===== src/rtl/fbpa_pkg.sv =====
`timescale 1ns / 1ps
// ----------------------------------------------------------------------------
// fbpa_pkg
// Shared types and constants of the fixed block pool allocator: payload
// structs, command and status codes, and the controller/datapath interface.
// ----------------------------------------------------------------------------
package fbpa_pkg;

    // Command codes of an input item.
    typedef enum logic [1:0] {
        CMD_ALLOC  = 2'd0,
        CMD_FREE   = 2'd1,
        CMD_REINIT = 2'd2,
        CMD_NOP    = 2'd3
    } t_cmd;

    // Status codes of a result item.
    typedef enum logic [2:0] {
        ST_OK           = 3'd0,
        ST_BAD_ADDR     = 3'd1,
        ST_ALREADY_FREE = 3'd2,
        ST_EMPTY        = 3'd3,
        ST_FULL         = 3'd4
    } t_status;

    // Configuration register indexes.
    localparam logic [1:0] CFG_POOL_BASE     = 2'd0;
    localparam logic [1:0] CFG_BLOCK_BYTES   = 2'd1;
    localparam logic [1:0] CFG_BLOCKS_IN_USE = 2'd2;

    localparam logic [31:0] RST_POOL_BASE     = 32'd0;
    localparam logic [15:0] RST_BLOCK_BYTES   = 16'd64;
    localparam logic [8:0]  RST_BLOCKS_IN_USE = 9'd256;

    // Scale of the percentage outputs.
    localparam logic [15:0] PCT_SCALE = 16'd100;

    typedef struct packed {
        logic [1:0]  command;
        logic [31:0] block_address;
    } t_in;

    typedef struct packed {
        logic [2:0]  status;
        logic [31:0] granted_address;
        logic [8:0]  free_blocks;
        logic [8:0]  used_blocks;
        logic [8:0]  peak_used;
        logic [31:0] alloc_total;
        logic [31:0] free_total;
        logic [6:0]  free_percent;
        logic [6:0]  usage_percent;
    } t_out;

    // Datapath operations issued by the controller.
    typedef enum logic [3:0] {
        OP_NONE,
        OP_CLR_MARK,
        OP_CAPTURE,
        OP_POP,
        OP_GRANT_MUL,
        OP_GRANT_ADD,
        OP_RANGE,
        OP_DIV_OFF,
        OP_MARK_RD,
        OP_PUSH,
        OP_DIV_FPCT,
        OP_SET_FPCT,
        OP_REINIT,
        OP_FILL,
        OP_DIV_UPCT,
        OP_SET_UPCT
    } t_op;

    typedef struct packed {
        t_op     op;
        logic    set_status;
        t_status status;
        logic    load_out;
    } t_ctrl;

    typedef struct packed {
        t_cmd cmd;
        logic level_zero;
        logic range_ok;
        logic rem_zero;
        logic mark_set;
        logic full;
        logic div_busy;
        logic sweep_last;
    } t_dp_stat;

    // Controller states.
    typedef enum logic [4:0] {
        S_CLR,
        S_IDLE,
        S_DISPATCH,
        S_POP,
        S_GMUL,
        S_GADD,
        S_RANGE,
        S_DIV_OFF,
        S_WAIT_OFF,
        S_MARK_RD,
        S_CHECK,
        S_PUSH,
        S_DIV_FPCT,
        S_WAIT_FPCT,
        S_REINIT,
        S_FILL,
        S_DIV_UPCT,
        S_WAIT_UPCT,
        S_DONE
    } t_state;

endpackage


===== src/rtl/fbpa_div.sv =====
`timescale 1ns / 1ps
// ----------------------------------------------------------------------------
// fbpa_div
// Restoring divider, one quotient bit per cycle. A full divide takes 32
// steps; a short divide of a 16-bit dividend takes 16 steps.
// ----------------------------------------------------------------------------
module fbpa_div (
    input  logic        i_clk,
    input  logic        i_rst_n,
    input  logic        i_start,
    input  logic        i_short,
    input  logic [31:0] i_dividend,
    input  logic [15:0] i_divisor,
    output logic        o_busy,
    output logic [31:0] o_quot,
    output logic [15:0] o_rem
);
    logic        r_busy;
    logic [4:0]  r_cnt;
    logic [31:0] r_q;
    logic [15:0] r_rem;
    logic [15:0] r_dvs;
    logic [16:0] w_sh;
    logic [16:0] w_diff;
    logic        w_ge;

    // One restoring step.
    assign w_sh   = {r_rem, r_q[31]};
    assign w_ge   = w_sh >= {1'b0, r_dvs};
    assign w_diff = w_sh - {1'b0, r_dvs};

    // Control of the iteration.
    always_ff @(posedge i_clk) begin
        if (!i_rst_n) begin
            r_busy <= 1'b0;
            r_cnt  <= 5'd0;
        end else if (i_start) begin
            r_busy <= 1'b1;
            r_cnt  <= i_short ? 5'd15 : 5'd31;
        end else if (r_busy) begin
            if (r_cnt == 5'd0) begin
                r_busy <= 1'b0;
            end else begin
                r_cnt <= r_cnt - 5'd1;
            end
        end
    end

    // Quotient and remainder registers.
    always_ff @(posedge i_clk) begin
        if (i_start) begin
            r_q   <= i_short ? {i_dividend[15:0], 16'd0} : i_dividend;
            r_rem <= 16'd0;
            r_dvs <= i_divisor;
        end else if (r_busy) begin
            r_q   <= {r_q[30:0], w_ge};
            r_rem <= w_ge ? w_diff[15:0] : w_sh[15:0];
        end
    end

    assign o_busy = r_busy;
    assign o_quot = r_q;
    assign o_rem  = r_rem;

endmodule


===== src/rtl/fbpa_datapath.sv =====
`timescale 1ns / 1ps
// ----------------------------------------------------------------------------
// fbpa_datapath
// Configuration registers, free stack and free marks, statistics, address
// arithmetic and the shared divider, driven by controller operations.
// ----------------------------------------------------------------------------
module fbpa_datapath #(
    parameter int MAX_BLOCKS = 256
) (
    input  logic             i_clk,
    input  logic             i_rst_n,
    input  logic             i_cfg_we,
    input  logic [1:0]       i_cfg_idx,
    input  logic [31:0]      i_cfg_data,
    input  fbpa_pkg::t_in    i_in,
    input  fbpa_pkg::t_ctrl  i_ctrl,
    output fbpa_pkg::t_dp_stat o_stat,
    output fbpa_pkg::t_out   o_out
);
    import fbpa_pkg::*;

    localparam int IW = (MAX_BLOCKS > 1) ? $clog2(MAX_BLOCKS) : 1;
    localparam int SW = $clog2(MAX_BLOCKS + 1);
    localparam int CW = (SW > 9) ? SW : 9;

    // Configuration.
    logic [31:0] r_base;
    logic [15:0] r_bb;
    logic [8:0]  r_biu;

    // Pool state and statistics.
    logic [8:0]  r_level;
    logic [8:0]  r_peak;
    logic [31:0] r_alloc;
    logic [31:0] r_free;
    logic [6:0]  r_fpct;
    logic [6:0]  r_upct;

    // Per-item working registers.
    t_cmd        r_cmd;
    logic [31:0] r_addr;
    logic [24:0] r_span;
    logic        r_range_ok;
    logic [31:0] r_off;
    logic [IW-1:0] r_idx;
    logic [27:0] r_prod;
    logic [2:0]  r_status;
    logic [31:0] r_grant;
    logic [SW-1:0] r_sweep;
    t_out        r_out;

    // Memories.
    logic [IW-1:0] r_stack [MAX_BLOCKS];
    logic          r_mark  [MAX_BLOCKS];
    logic [IW-1:0] r_stk_q;
    logic          r_mark_q;

    logic [8:0]  w_n;
    logic [8:0]  w_used;
    logic [15:0] w_pct_num;
    logic        w_full;
    logic        w_stk_we;
    logic [IW-1:0] w_stk_waddr;
    logic [IW-1:0] w_stk_wdata;
    logic        w_mark_we;
    logic [IW-1:0] w_mark_waddr;
    logic        w_mark_wdata;
    logic        w_div_start;
    logic        w_div_short;
    logic [31:0] w_div_dividend;
    logic [15:0] w_div_divisor;
    logic        w_div_busy;
    logic [31:0] w_quot;
    logic [15:0] w_rem;

    // Effective block count and derived levels.
    always_comb begin
        if (32'(r_biu) > 32'(MAX_BLOCKS)) begin
            w_n = 9'(MAX_BLOCKS);
        end else begin
            w_n = r_biu;
        end
        w_used    = (r_level >= w_n) ? 9'd0 : (w_n - r_level);
        w_full    = r_level >= w_n;
        w_pct_num = (i_ctrl.op == OP_DIV_FPCT) ? 16'(r_level) * PCT_SCALE
                                               : 16'(w_used) * PCT_SCALE;
    end

    // Configuration writes.
    always_ff @(posedge i_clk) begin
        if (!i_rst_n) begin
            r_base <= RST_POOL_BASE;
            r_bb   <= RST_BLOCK_BYTES;
            r_biu  <= RST_BLOCKS_IN_USE;
        end else if (i_cfg_we) begin
            case (i_cfg_idx)
                CFG_POOL_BASE:     r_base <= i_cfg_data;
                CFG_BLOCK_BYTES:   r_bb   <= i_cfg_data[15:0];
                CFG_BLOCKS_IN_USE: r_biu  <= i_cfg_data[8:0];
                default: ;
            endcase
        end
    end

    // Pool state and statistics.
    always_ff @(posedge i_clk) begin
        if (!i_rst_n) begin
            r_level <= 9'd0;
            r_peak  <= 9'd0;
            r_alloc <= 32'd0;
            r_free  <= 32'd0;
            r_fpct  <= 7'd0;
            r_sweep <= '0;
        end else begin
            case (i_ctrl.op)
                OP_CLR_MARK, OP_FILL: begin
                    r_sweep <= r_sweep + SW'(1);
                end
                OP_CAPTURE: begin
                    r_sweep <= '0;
                end
                OP_POP: begin
                    r_level <= r_level - 9'd1;
                end
                OP_GRANT_MUL: begin
                    r_alloc <= r_alloc + 32'd1;
                    if (w_used > r_peak) begin
                        r_peak <= w_used;
                    end
                end
                OP_PUSH: begin
                    r_level <= r_level + 9'd1;
                    r_free  <= r_free + 32'd1;
                end
                OP_SET_FPCT: begin
                    r_fpct <= w_quot[6:0];
                end
                OP_REINIT: begin
                    r_level <= w_n;
                    r_peak  <= 9'd0;
                    r_alloc <= 32'd0;
                    r_free  <= 32'd0;
                    r_fpct  <= 7'd0;
                end
                default: ;
            endcase
        end
    end

    // Per-item working registers.
    always_ff @(posedge i_clk) begin
        case (i_ctrl.op)
            OP_CAPTURE: begin
                r_cmd    <= t_cmd'(i_in.command);
                r_addr   <= i_in.block_address;
                r_span   <= 25'(w_n) * 25'(r_bb);
                r_grant  <= 32'd0;
            end
            OP_GRANT_MUL: begin
                r_prod <= 28'(r_stk_q) * 28'(r_bb);
            end
            OP_GRANT_ADD: begin
                r_grant <= r_base + 32'(r_prod);
            end
            OP_RANGE: begin
                r_range_ok <= (r_addr >= r_base) && ((r_addr - r_base) < 32'(r_span));
                r_off      <= r_addr - r_base;
            end
            OP_MARK_RD: begin
                r_idx <= IW'(w_quot);
            end
            OP_SET_UPCT: begin
                r_upct <= (w_n == 9'd0) ? 7'd0 : w_quot[6:0];
            end
            default: ;
        endcase
        if (i_ctrl.set_status) begin
            r_status <= i_ctrl.status;
        end else if (i_ctrl.op == OP_CAPTURE) begin
            r_status <= ST_OK;
        end
    end

    // Write ports of the stack and the marks.
    always_comb begin
        w_stk_we     = 1'b0;
        w_stk_waddr  = IW'(r_level);
        w_stk_wdata  = r_idx;
        w_mark_we    = 1'b0;
        w_mark_waddr = r_idx;
        w_mark_wdata = 1'b0;
        case (i_ctrl.op)
            OP_CLR_MARK: begin
                w_mark_we    = 1'b1;
                w_mark_waddr = IW'(r_sweep);
            end
            OP_GRANT_MUL: begin
                w_mark_we    = 1'b1;
                w_mark_waddr = r_stk_q;
            end
            OP_PUSH: begin
                w_stk_we     = 1'b1;
                w_mark_we    = 1'b1;
                w_mark_wdata = 1'b1;
            end
            OP_FILL: begin
                w_stk_we     = 1'b1;
                w_stk_waddr  = IW'(r_sweep);
                w_stk_wdata  = IW'(r_sweep);
                w_mark_we    = 1'b1;
                w_mark_waddr = IW'(r_sweep);
                w_mark_wdata = CW'(r_sweep) < CW'(w_n);
            end
            default: ;
        endcase
    end

    // Free stack memory with registered read.
    always_ff @(posedge i_clk) begin
        if (w_stk_we) begin
            r_stack[w_stk_waddr] <= w_stk_wdata;
        end
        if (i_ctrl.op == OP_POP) begin
            r_stk_q <= r_stack[IW'(r_level - 9'd1)];
        end
    end

    // Free mark memory with registered read.
    always_ff @(posedge i_clk) begin
        if (w_mark_we) begin
            r_mark[w_mark_waddr] <= w_mark_wdata;
        end
        if (i_ctrl.op == OP_MARK_RD) begin
            r_mark_q <= r_mark[IW'(w_quot)];
        end
    end

    // Shared divider: block offset, then the percentages.
    always_comb begin
        w_div_start    = 1'b0;
        w_div_short    = 1'b1;
        w_div_dividend = 32'(w_pct_num);
        w_div_divisor  = 16'(w_n);
        case (i_ctrl.op)
            OP_DIV_OFF: begin
                w_div_start    = 1'b1;
                w_div_short    = 1'b0;
                w_div_dividend = r_off;
                w_div_divisor  = r_bb;
            end
            OP_DIV_FPCT, OP_DIV_UPCT: begin
                w_div_start = 1'b1;
            end
            default: ;
        endcase
    end

    fbpa_div u_div (
        .i_clk      (i_clk),
        .i_rst_n    (i_rst_n),
        .i_start    (w_div_start),
        .i_short    (w_div_short),
        .i_dividend (w_div_dividend),
        .i_divisor  (w_div_divisor),
        .o_busy     (w_div_busy),
        .o_quot     (w_quot),
        .o_rem      (w_rem)
    );

    // Output register.
    always_ff @(posedge i_clk) begin
        if (i_ctrl.load_out) begin
            r_out.status          <= r_status;
            r_out.granted_address <= r_grant;
            r_out.free_blocks     <= r_level;
            r_out.used_blocks     <= w_used;
            r_out.peak_used       <= r_peak;
            r_out.alloc_total     <= r_alloc;
            r_out.free_total      <= r_free;
            r_out.free_percent    <= r_fpct;
            r_out.usage_percent   <= r_upct;
        end
    end

    // Status to the controller.
    always_comb begin
        o_stat.cmd        = r_cmd;
        o_stat.level_zero = r_level == 9'd0;
        o_stat.range_ok   = r_range_ok;
        o_stat.rem_zero   = w_rem == 16'd0;
        o_stat.mark_set   = r_mark_q;
        o_stat.full       = w_full;
        o_stat.div_busy   = w_div_busy;
        o_stat.sweep_last = r_sweep == SW'(MAX_BLOCKS - 1);
    end

    assign o_out = r_out;

    // A pop never runs on an empty stack.
    a_pop_nonempty: assert property (@(posedge i_clk) disable iff (!i_rst_n)
        (i_ctrl.op == OP_POP) |-> (r_level != 9'd0))
        else $error("pop issued on an empty free stack");

    // A push only happens with room left and the block not yet marked free.
    a_push_legal: assert property (@(posedge i_clk) disable iff (!i_rst_n)
        (i_ctrl.op == OP_PUSH) |-> (!w_full && !r_mark_q))
        else $error("push issued on a full stack or a block already free");

    // A pop lowers the level by exactly one.
    a_pop_level: assert property (@(posedge i_clk) disable iff (!i_rst_n)
        (i_ctrl.op == OP_POP) |=> (r_level == $past(r_level) - 9'd1))
        else $error("stack level did not drop by one after a pop");

    // The divider is never restarted while it is still iterating.
    a_div_idle_start: assert property (@(posedge i_clk) disable iff (!i_rst_n)
        w_div_start |-> !w_div_busy)
        else $error("divider started while busy");

endmodule


===== src/rtl/fbpa_ctrl.sv =====
`timescale 1ns / 1ps
// ----------------------------------------------------------------------------
// fbpa_ctrl
// Controller state machine: sequences one command at a time through the
// datapath and owns the input and output handshakes.
// ----------------------------------------------------------------------------
module fbpa_ctrl (
    input  logic               i_clk,
    input  logic               i_rst_n,
    input  logic               i_in_valid,
    output logic               o_in_ready,
    output logic               o_out_valid,
    input  logic               i_out_ready,
    input  fbpa_pkg::t_dp_stat i_stat,
    output fbpa_pkg::t_ctrl    o_ctrl
);
    import fbpa_pkg::*;

    t_state r_state;
    t_state n_state;
    logic   r_out_valid;
    logic   n_out_valid;
    t_ctrl  w_ctrl;

    // State and output valid registers.
    always_ff @(posedge i_clk) begin
        if (!i_rst_n) begin
            r_state     <= S_CLR;
            r_out_valid <= 1'b0;
        end else begin
            r_state     <= n_state;
            r_out_valid <= n_out_valid;
        end
    end

    // Next state and datapath operations.
    always_comb begin
        n_state           = r_state;
        n_out_valid       = r_out_valid && !i_out_ready;
        w_ctrl.op         = OP_NONE;
        w_ctrl.set_status = 1'b0;
        w_ctrl.status     = ST_OK;
        w_ctrl.load_out   = 1'b0;
        case (r_state)
            S_CLR: begin
                w_ctrl.op = OP_CLR_MARK;
                if (i_stat.sweep_last) begin
                    n_state = S_IDLE;
                end
            end
            S_IDLE: begin
                if (i_in_valid) begin
                    w_ctrl.op = OP_CAPTURE;
                    n_state   = S_DISPATCH;
                end
            end
            S_DISPATCH: begin
                case (i_stat.cmd)
                    CMD_ALLOC: begin
                        if (i_stat.level_zero) begin
                            w_ctrl.set_status = 1'b1;
                            w_ctrl.status     = ST_EMPTY;
                            n_state           = S_DIV_UPCT;
                        end else begin
                            n_state = S_POP;
                        end
                    end
                    CMD_FREE:   n_state = S_RANGE;
                    CMD_REINIT: n_state = S_REINIT;
                    default:    n_state = S_DIV_UPCT;
                endcase
            end
            S_POP: begin
                w_ctrl.op = OP_POP;
                n_state   = S_GMUL;
            end
            S_GMUL: begin
                w_ctrl.op = OP_GRANT_MUL;
                n_state   = S_GADD;
            end
            S_GADD: begin
                w_ctrl.op = OP_GRANT_ADD;
                n_state   = S_DIV_UPCT;
            end
            S_RANGE: begin
                w_ctrl.op = OP_RANGE;
                n_state   = S_DIV_OFF;
            end
            S_DIV_OFF: begin
                if (!i_stat.range_ok) begin
                    w_ctrl.set_status = 1'b1;
                    w_ctrl.status     = ST_BAD_ADDR;
                    n_state           = S_DIV_UPCT;
                end else begin
                    w_ctrl.op = OP_DIV_OFF;
                    n_state   = S_WAIT_OFF;
                end
            end
            S_WAIT_OFF: begin
                if (!i_stat.div_busy) begin
                    if (!i_stat.rem_zero) begin
                        w_ctrl.set_status = 1'b1;
                        w_ctrl.status     = ST_BAD_ADDR;
                        n_state           = S_DIV_UPCT;
                    end else begin
                        n_state = S_MARK_RD;
                    end
                end
            end
            S_MARK_RD: begin
                w_ctrl.op = OP_MARK_RD;
                n_state   = S_CHECK;
            end
            S_CHECK: begin
                if (i_stat.mark_set) begin
                    w_ctrl.set_status = 1'b1;
                    w_ctrl.status     = ST_ALREADY_FREE;
                    n_state           = S_DIV_UPCT;
                end else if (i_stat.full) begin
                    w_ctrl.set_status = 1'b1;
                    w_ctrl.status     = ST_FULL;
                    n_state           = S_DIV_UPCT;
                end else begin
                    n_state = S_PUSH;
                end
            end
            S_PUSH: begin
                w_ctrl.op = OP_PUSH;
                n_state   = S_DIV_FPCT;
            end
            S_DIV_FPCT: begin
                w_ctrl.op = OP_DIV_FPCT;
                n_state   = S_WAIT_FPCT;
            end
            S_WAIT_FPCT: begin
                if (!i_stat.div_busy) begin
                    w_ctrl.op = OP_SET_FPCT;
                    n_state   = S_DIV_UPCT;
                end
            end
            S_REINIT: begin
                w_ctrl.op = OP_REINIT;
                n_state   = S_FILL;
            end
            S_FILL: begin
                w_ctrl.op = OP_FILL;
                if (i_stat.sweep_last) begin
                    n_state = S_DIV_UPCT;
                end
            end
            S_DIV_UPCT: begin
                w_ctrl.op = OP_DIV_UPCT;
                n_state   = S_WAIT_UPCT;
            end
            S_WAIT_UPCT: begin
                if (!i_stat.div_busy) begin
                    w_ctrl.op = OP_SET_UPCT;
                    n_state   = S_DONE;
                end
            end
            S_DONE: begin
                // Hand the result over once the output register is free.
                if (!r_out_valid || i_out_ready) begin
                    w_ctrl.load_out = 1'b1;
                    n_out_valid     = 1'b1;
                    n_state         = S_IDLE;
                end
            end
            default: begin
                n_state = S_IDLE;
            end
        endcase
    end

    assign o_ctrl      = w_ctrl;
    assign o_in_ready  = r_state == S_IDLE;
    assign o_out_valid = r_out_valid;

    // The result register is only reloaded when it is empty or being drained.
    a_no_overwrite: assert property (@(posedge i_clk) disable iff (!i_rst_n)
        w_ctrl.load_out |-> (!r_out_valid || i_out_ready))
        else $error("result overwritten before its transfer");

    // A loaded result is offered in the next cycle.
    a_load_valid: assert property (@(posedge i_clk) disable iff (!i_rst_n)
        w_ctrl.load_out |=> r_out_valid)
        else $error("loaded result not offered");

    // No input is taken during the clearing pass after reset.
    a_clear_blocks: assert property (@(posedge i_clk) disable iff (!i_rst_n)
        (r_state == S_CLR) |-> !o_in_ready)
        else $error("input ready during mark clearing");

endmodule


===== src/rtl/fixed_block_pool_allocator_top.sv =====
`timescale 1ns / 1ps
// ----------------------------------------------------------------------------
// fixed_block_pool_allocator_top
// Fixed-size block allocator with a LIFO free stack, free checking and
// usage statistics.
// ----------------------------------------------------------------------------
// Usage:
// Commands arrive on the input channel (valid/ready) and each produces one
// result on the output channel (valid/ready). Configuration is a plain write
// port for pool base, block size and block count; the user writes it only
// while the block idles, which the block itself does not enforce. The pool
// must be reinitialized by command before first use. One command is worked
// on at a time. The shared radix-2 divider serves the alignment check of a
// free and each percentage. Reinitialize writes one stack entry per cycle.
// After reset the free marks are cleared, one entry a cycle, during which no
// command is taken; configuration writes still land.
// A finished result waits in the output register while the receiver stalls;
// the next command is accepted meanwhile and held at its end until the
// register has been drained.
// ----------------------------------------------------------------------------
module fixed_block_pool_allocator_top #(
    parameter int MAX_BLOCKS = 256
) (
    input  logic            i_clk,
    input  logic            i_rst_n,
    input  logic            i_in_valid,
    output logic            o_in_ready,
    input  fbpa_pkg::t_in   i_in,
    output logic            o_out_valid,
    input  logic            i_out_ready,
    output fbpa_pkg::t_out  o_out,
    input  logic            i_cfg_we,
    input  logic [1:0]      i_cfg_idx,
    input  logic [31:0]     i_cfg_data
);
    import fbpa_pkg::*;

    t_ctrl    w_ctrl;
    t_dp_stat w_stat;

    // Command sequencing and handshakes.
    fbpa_ctrl u_ctrl (
        .i_clk       (i_clk),
        .i_rst_n     (i_rst_n),
        .i_in_valid  (i_in_valid),
        .o_in_ready  (o_in_ready),
        .o_out_valid (o_out_valid),
        .i_out_ready (i_out_ready),
        .i_stat      (w_stat),
        .o_ctrl      (w_ctrl)
    );

    // Storage and arithmetic.
    fbpa_datapath #(
        .MAX_BLOCKS (MAX_BLOCKS)
    ) u_datapath (
        .i_clk      (i_clk),
        .i_rst_n    (i_rst_n),
        .i_cfg_we   (i_cfg_we),
        .i_cfg_idx  (i_cfg_idx),
        .i_cfg_data (i_cfg_data),
        .i_in       (i_in),
        .i_ctrl     (w_ctrl),
        .o_stat     (w_stat),
        .o_out      (o_out)
    );

endmodule

===== config.mk =====
export PLATFORM = sky130hd
export DESIGN_NAME = fixed_block_pool_allocator_top
export DESIGN_NICKNAME = d
export VERILOG_FILES = /design/src/rtl/fbpa_pkg.sv /design/src/rtl/fbpa_div.sv /design/src/rtl/fbpa_datapath.sv /design/src/rtl/fbpa_ctrl.sv /design/src/rtl/fixed_block_pool_allocator_top.sv
export SDC_FILE = /design/constraint.sdc
export NUM_CORES = 2
export LEC_CHECK = 0
export ABC_AREA = 1
export BUFFER_PORTS_ARGS = -buffer_cell sky130_fd_sc_hd__buf_2
export CAP_MARGIN = 10
export CORE_MARGIN = 10
export CORE_UTILIZATION = 40
export CTS_CLUSTER_SIZE = 16
export DETAILED_ROUTE_END_ITERATION = 6
export SLEW_MARGIN = 20
export SYNTH_ARGS = -nofsm -noshare
export SYNTH_HDL_FRONTEND = slang
export SYNTH_SLANG_ARGS = --single-unit

===== constraint.sdc =====
create_clock -name i_clk -period 28.9 [get_ports i_clk]
set_input_delay 5.78 -clock i_clk [delete_from_list [all_inputs] [get_ports i_clk]]
set_output_delay 5.78 -clock i_clk [all_outputs]
set_load 0.1 [all_outputs]

# Word-level counts from Yosys, hierarchy flattened
# Memory sizes are Yosys's and may differ from the RTL's. A register that Yosys moved wholly into a read port is not among the register bits.
# Cells that the tools add are included.
# word_totals
reg_bits,537
ramBits,2304
out_inout_bits,142
word_cells,204
mem_count,2
# op_classes
n_addsub,10
mul,4
magnitude_cmp,7
eq_ne,47
mux,68
n_reduce_logical,30
# mem_list
memory,words,width,rd,rd_ports_with_merged_regs,wr,line,rtl
u_datapath.r_stack,256,8,1,1,1,fbpa_datapath.sv:53,logic [IW-1:0] r_stack [MAX_BLOCKS];
u_datapath.r_mark,256,1,1,1,1,fbpa_datapath.sv:54,logic r_mark [MAX_BLOCKS];
# op_table
cell,n
$pmux 32 s2,3
$mux 32,4
$pmux 5 s19,1
$mux 5,16
$add 32x1->32 const B,2
$pmux 4 s15,1
$eq 5x4->1 const B,8
$mux 4,9
$mux 9,4
$pmux 9 s2,2
$add 32x24->32,1
$eq 4x4->1 const B,8
$ge 32x32->1,1
$lt 32x25->1,1
$mux 16,2
$sub 32x32->32,1
$mul 9x5->14 const B,2
$pmux 9 s3,1
$mul 9x16->25,1
$mul 8x16->24,1
$eq 5x3->1 const B,4
$add 9x1->9 const B,2
$logic_not 9->1,2
$ge 17x16->1,1
other kinds (41),88

# Depth between registers and ports, before layout
# logic_depth
ltp_word,9
ltp_mapped,28
depth_no_buf,27

# Cells and area by module
# A second synthesis with hierarchy kept.
# hier_totals
hier_cells,12876
area_unflattened_um2,133127.7
# modules_own_cells
module,instances,cells_per_inst,area_each_um2,seq_area_each_um2
fbpa_datapath,1,12153,127989.0,81748.4
fbpa_div,1,540,4181.5,1881.8
fbpa_ctrl,1,183,957.2,120.1

# Worst setup path after synthesis
# Ideal clock, no wire load.
# synth_path
path_kind,input-to-reg
start,input i_out_ready
end,"register u_datapath.r_out, in the netlist u_datapath.o_out[0] (enable)"
arrival_time_ps,12583
path_slack_ps,15630
path_stages,2
path_buffers,0
path_cell_list,inv_1 > a21oi_1
# synth_rtl
item,line,rtl
from (decl),fixed_block_pool_allocator_top.sv:30,"input logic i_out_ready,"
to (decl),fbpa_datapath.sv:50,t_out r_out;

# Worst setup path in the final report
# layout_path
start,register u_ctrl.r_state[4]
end,output o_in_ready
# layout_between
elab_chain_len,1
# layout_lines
item,line,rtl
from (decl),fbpa_ctrl.sv:19,t_state r_state;
from (signal assigned),fbpa_ctrl.sv:31,r_state <= n_state;
$eq 5x1->1,fbpa_ctrl.sv:176,assign o_in_ready = r_state == S_IDLE;
to (decl),fixed_block_pool_allocator_top.sv:27,"output logic o_in_ready,"
# No other way between the ends.

==> impl_metrics.py <==
metrics = {
    "synthesis": {
        "syn_inst": 12600,
        "async_flop_share_pct": 0,
        "ys_types": 56,
        "yosys-top-cells-area": "edfxtp_1, nand2_1, nand3_1, fa_1, dfxtp_1",
        "syn_nets": 13200,
        "synth-edff-count": 2667,
        "yosysSeqAreaShare_pct": 63.6,
        "synth_common_cells": "nand2_1, edfxtp_1, nand3_1",
        "syn_area_mm2": 0.132,
        "synth.most_common_cell": "nand2_1",
        "ys_ff_latch": 2850,
        "yosys_warnings": 0,
        "yosysTopAreaCellShare_pct": 60.8,
        "synth_area_leader_cell": "edfxtp_1",
        "syn_area_per_cell_um2": 10.4,
        "synthFlopType": "edfxtp_1",
    },
    "cts": {
        "root_buffer": "clkbuf_16",
        "cts_resized": 0,
        "clkTransAtPathRegs_ns": 0.06,
        "post_cts_buffers": 0,
        "cts_sinks": 2850,
        "cts-buffers-inserted": 302,
        "htree_levels": 5,
        "insertion_delay_ns": 0.93,
        "cts_buffer_depth": 4,
        "ctsHoldBuffers": 0,
        "cts_tree": "yes",
    },
    "timing": {
        "setup-tns-final_ns": 0,
        "hold_viol_final": 0,
        "drv_slew": 0,
        "relSlewSlack_pct": 18.6,
        "rsz0062_at_grt": "false",
        "clock_skew_ns": 0.0761,
        "fmax_mhz": 119,
        "tightest_slew_ns": 1.22,
        "setup_slack_ns": 20.52,
        "final-setup-viol-count": 0,
        "fin_crit_sh_pct": 29.0,
        "period_needed_ns": 8.38,
    },
    "routing": {
        "drt_iter0_drc": 9729,
        "drc": 2,
        "drt_pass1_iterations": 7,
        "wl_per_cell_um": 21.4,
        "ant_nets": 0,
        "num_vias": 91900,
        "wirelength_um": 368000,
        "viasPerCell": 5.35,
    },
    "pwr": {
        "totalPowerFinal_mw": 8.80,
        "p_per_area_mw_per_mm2": 60.1,
        "leakage_nw": 54.0,
        "peakVddDrop_mv": 0.0545,
    },
    "floorplan": {
        "fp-row-count": 210,
        "io_pins": 215,
        "dieArea_mm2": 0.353,
        "fp.dieW_um": 594,
        "core_mm2": 0.328,
        "die_h_um": 594,
        "start_util_pct": 40.2,
    },
    "hold_path": {
        "worstHoldEndpoint": "u_datapath.o_out[116]$_DFFE_PP_",
        "min_path_cells": 0,
        "hold_path.class": "flop to flop",
        "worstHoldStart": "u_datapath.r_grant[11]$_SDFFCE_PP0P_",
    },
    "global_routing": {
        "antenna_found_initial": 11,
        "grt.total_usage_pct": 20.0,
        "grt_max_degree": 195,
        "grt_pass1_vias": 86300,
        "grt_pass1_wl_um": 551000,
        "grt_overflow_total": 0,
    },
    "cells_and_area": {
        "final_area_mm2": 0.146,
        "num-fill-cells": 30500,
        "top_register": "u_datapath.r_stack",
        "num-nets-final": 13200,
        "instances_no_fill": 17200,
        "syn_to_final_growth_pct": 11.1,
        "largest_reg_flops": 2048,
        "final_layout_size_suffix_gt1_share_pct": 6.61,
    },
    "status": {
        "violations": "DRC",
        "outcome": "complete, but fails checks",
    },
    "setup_path": {
        "worst_setup_path_end_kind": "primary output",
        "startpoint_type": "flop",
        "crit_fanout": 12,
        "reg2reg_to": "u_datapath.r_stk_q[2]$_DFFE_PN_",
        "cp.required_ns": 23.12,
        "cp_data_arrival_time_ns": 2.60,
        "crit_type": "flop to primary output",
        "r2r_cells": 16,
        "r2r_start": "u_datapath.r_level[0]$_SDFFE_PN0P_",
        "rrSetupSlack_ns": 22.10,
    },
    "placement": {
        "placement.io_buffers": 214,
        "pre_cts_slack_ns": 20.30,
        "placed_cell_area_mm2": 0.137,
        "place_congestion": 0.904,
        "dp_hpwl_um": 222000,
        "place_inst": 16600,
    },
    "flow_run": {
        "drv_cap": 0,
    },
}
==> worst max-delay path: stages (launching register included) <==
cell     delay (ns)
dfxtp_1        0.36
inv_1          0.29
nand2_1        0.09
nor2_1         0.19
nand2_1        0.25
inv_1          0.13
buf_2          0.43
==> final cells by class <==
cell class	count	area [um^2]	share of cell area, %
flip-flops and latches	2850	83800	57.3
multi-input cells	8272	42500	29.0
clock buffers	397	8150	5.57
well taps	4346	5440	3.72
inverters	817	3090	2.12
repair buffers	352	2280	1.56
clock inverters	138	1080	0.739
diodes	4	10.0	0.00684
==> where the power goes <==
part,total [mW],switching (mW),internal [mW]
sequential,4.52,0.0285,4.49
combinational,0.574,0.407,0.167
clock,3.70,1.60,2.10
total,8.80,2.03,6.76
==> cells by family after synthesis <==
| kind of cell | Yosys count | share of synthesized area (%) |
|---|---|---|
| buf+inv | 1503 | 4.33 |
| simple gates | 6955 | 22.5 |
| compound gates | 702 | 2.98 |
| flops | 2850 | 63.6 |
| fa+ha+maj | 486 | 5.73 |
| xor+xnor | 129 | 0.858 |
==> placed cells by master (no fill, tap or decap), types with 16 or more instances in the layout <==
cell / instances
nand2_1: 3429
edfxtp_1: 2667
nand3_1: 2423
nor2_1: 871
inv_1: 791
a21oi_1: 333
clkbuf_16: 311
ha_1: 290
buf_2: 214
o21ai_0: 207
fa_1: 195
dfxtp_1: 182
buf_4: 123
xor2_1: 90
nor3_1: 82
clkbuf_1: 82
clkinv_1: 65
nand4_1: 54
clkinv_2: 39
xnor2_1: 34
o211ai_1: 26
a31oi_1: 25
o21bai_1: 20
nand2_2: 20
inv_6: 16
==> how the worst max path moves through the flow <==
stage,from,to,cells past startpoint
3_3_place_gp,i_in_valid,u_datapath.r_alloc[0]$_SDFFE_PN0P_,10
2_1_floorplan,i_out_ready,u_datapath.o_out[0]$_DFFE_PP_,2
4_1_cts,u_ctrl.r_state[4]$_SDFFE_PN0P_,o_in_ready,6
5_1_grt,u_ctrl.r_state[4]$_SDFFE_PN0P_,o_in_ready,6
6_report,u_ctrl.r_state[4]$_SDFFE_PN0P_,o_in_ready,6
3_5_place_dp,i_in_valid,u_datapath.r_alloc[0]$_SDFFE_PN0P_,10
==> layer usage <==
| metal | share of wire (%) | global-route usage (%) | vias to the layer above |
|---|---|---|---|
| met5 | 0.012 | 0 | - |
| met1 | 44 | 28.8 | 44600 |
| li1 | - | - | 43300 |
| met2 | 45 | 31.1 | 3387 |
| met4 | 3.3 | 6.34 | 6 |
| met3 | 7.7 | 3.25 | 586 |
==> per-stage QoR <==
stage / hold WS [ns] / util [%]
CTS: 0.423 / 44.6
global route: 0.428 / 44.6
finish: 0.419 / 44.6
floorplan: 0.400 / -
detailed placement: 0.409 / 41.8
global placement: 0.406 / 41.8
No activity file was read; power rests on OpenSTA's default activity.
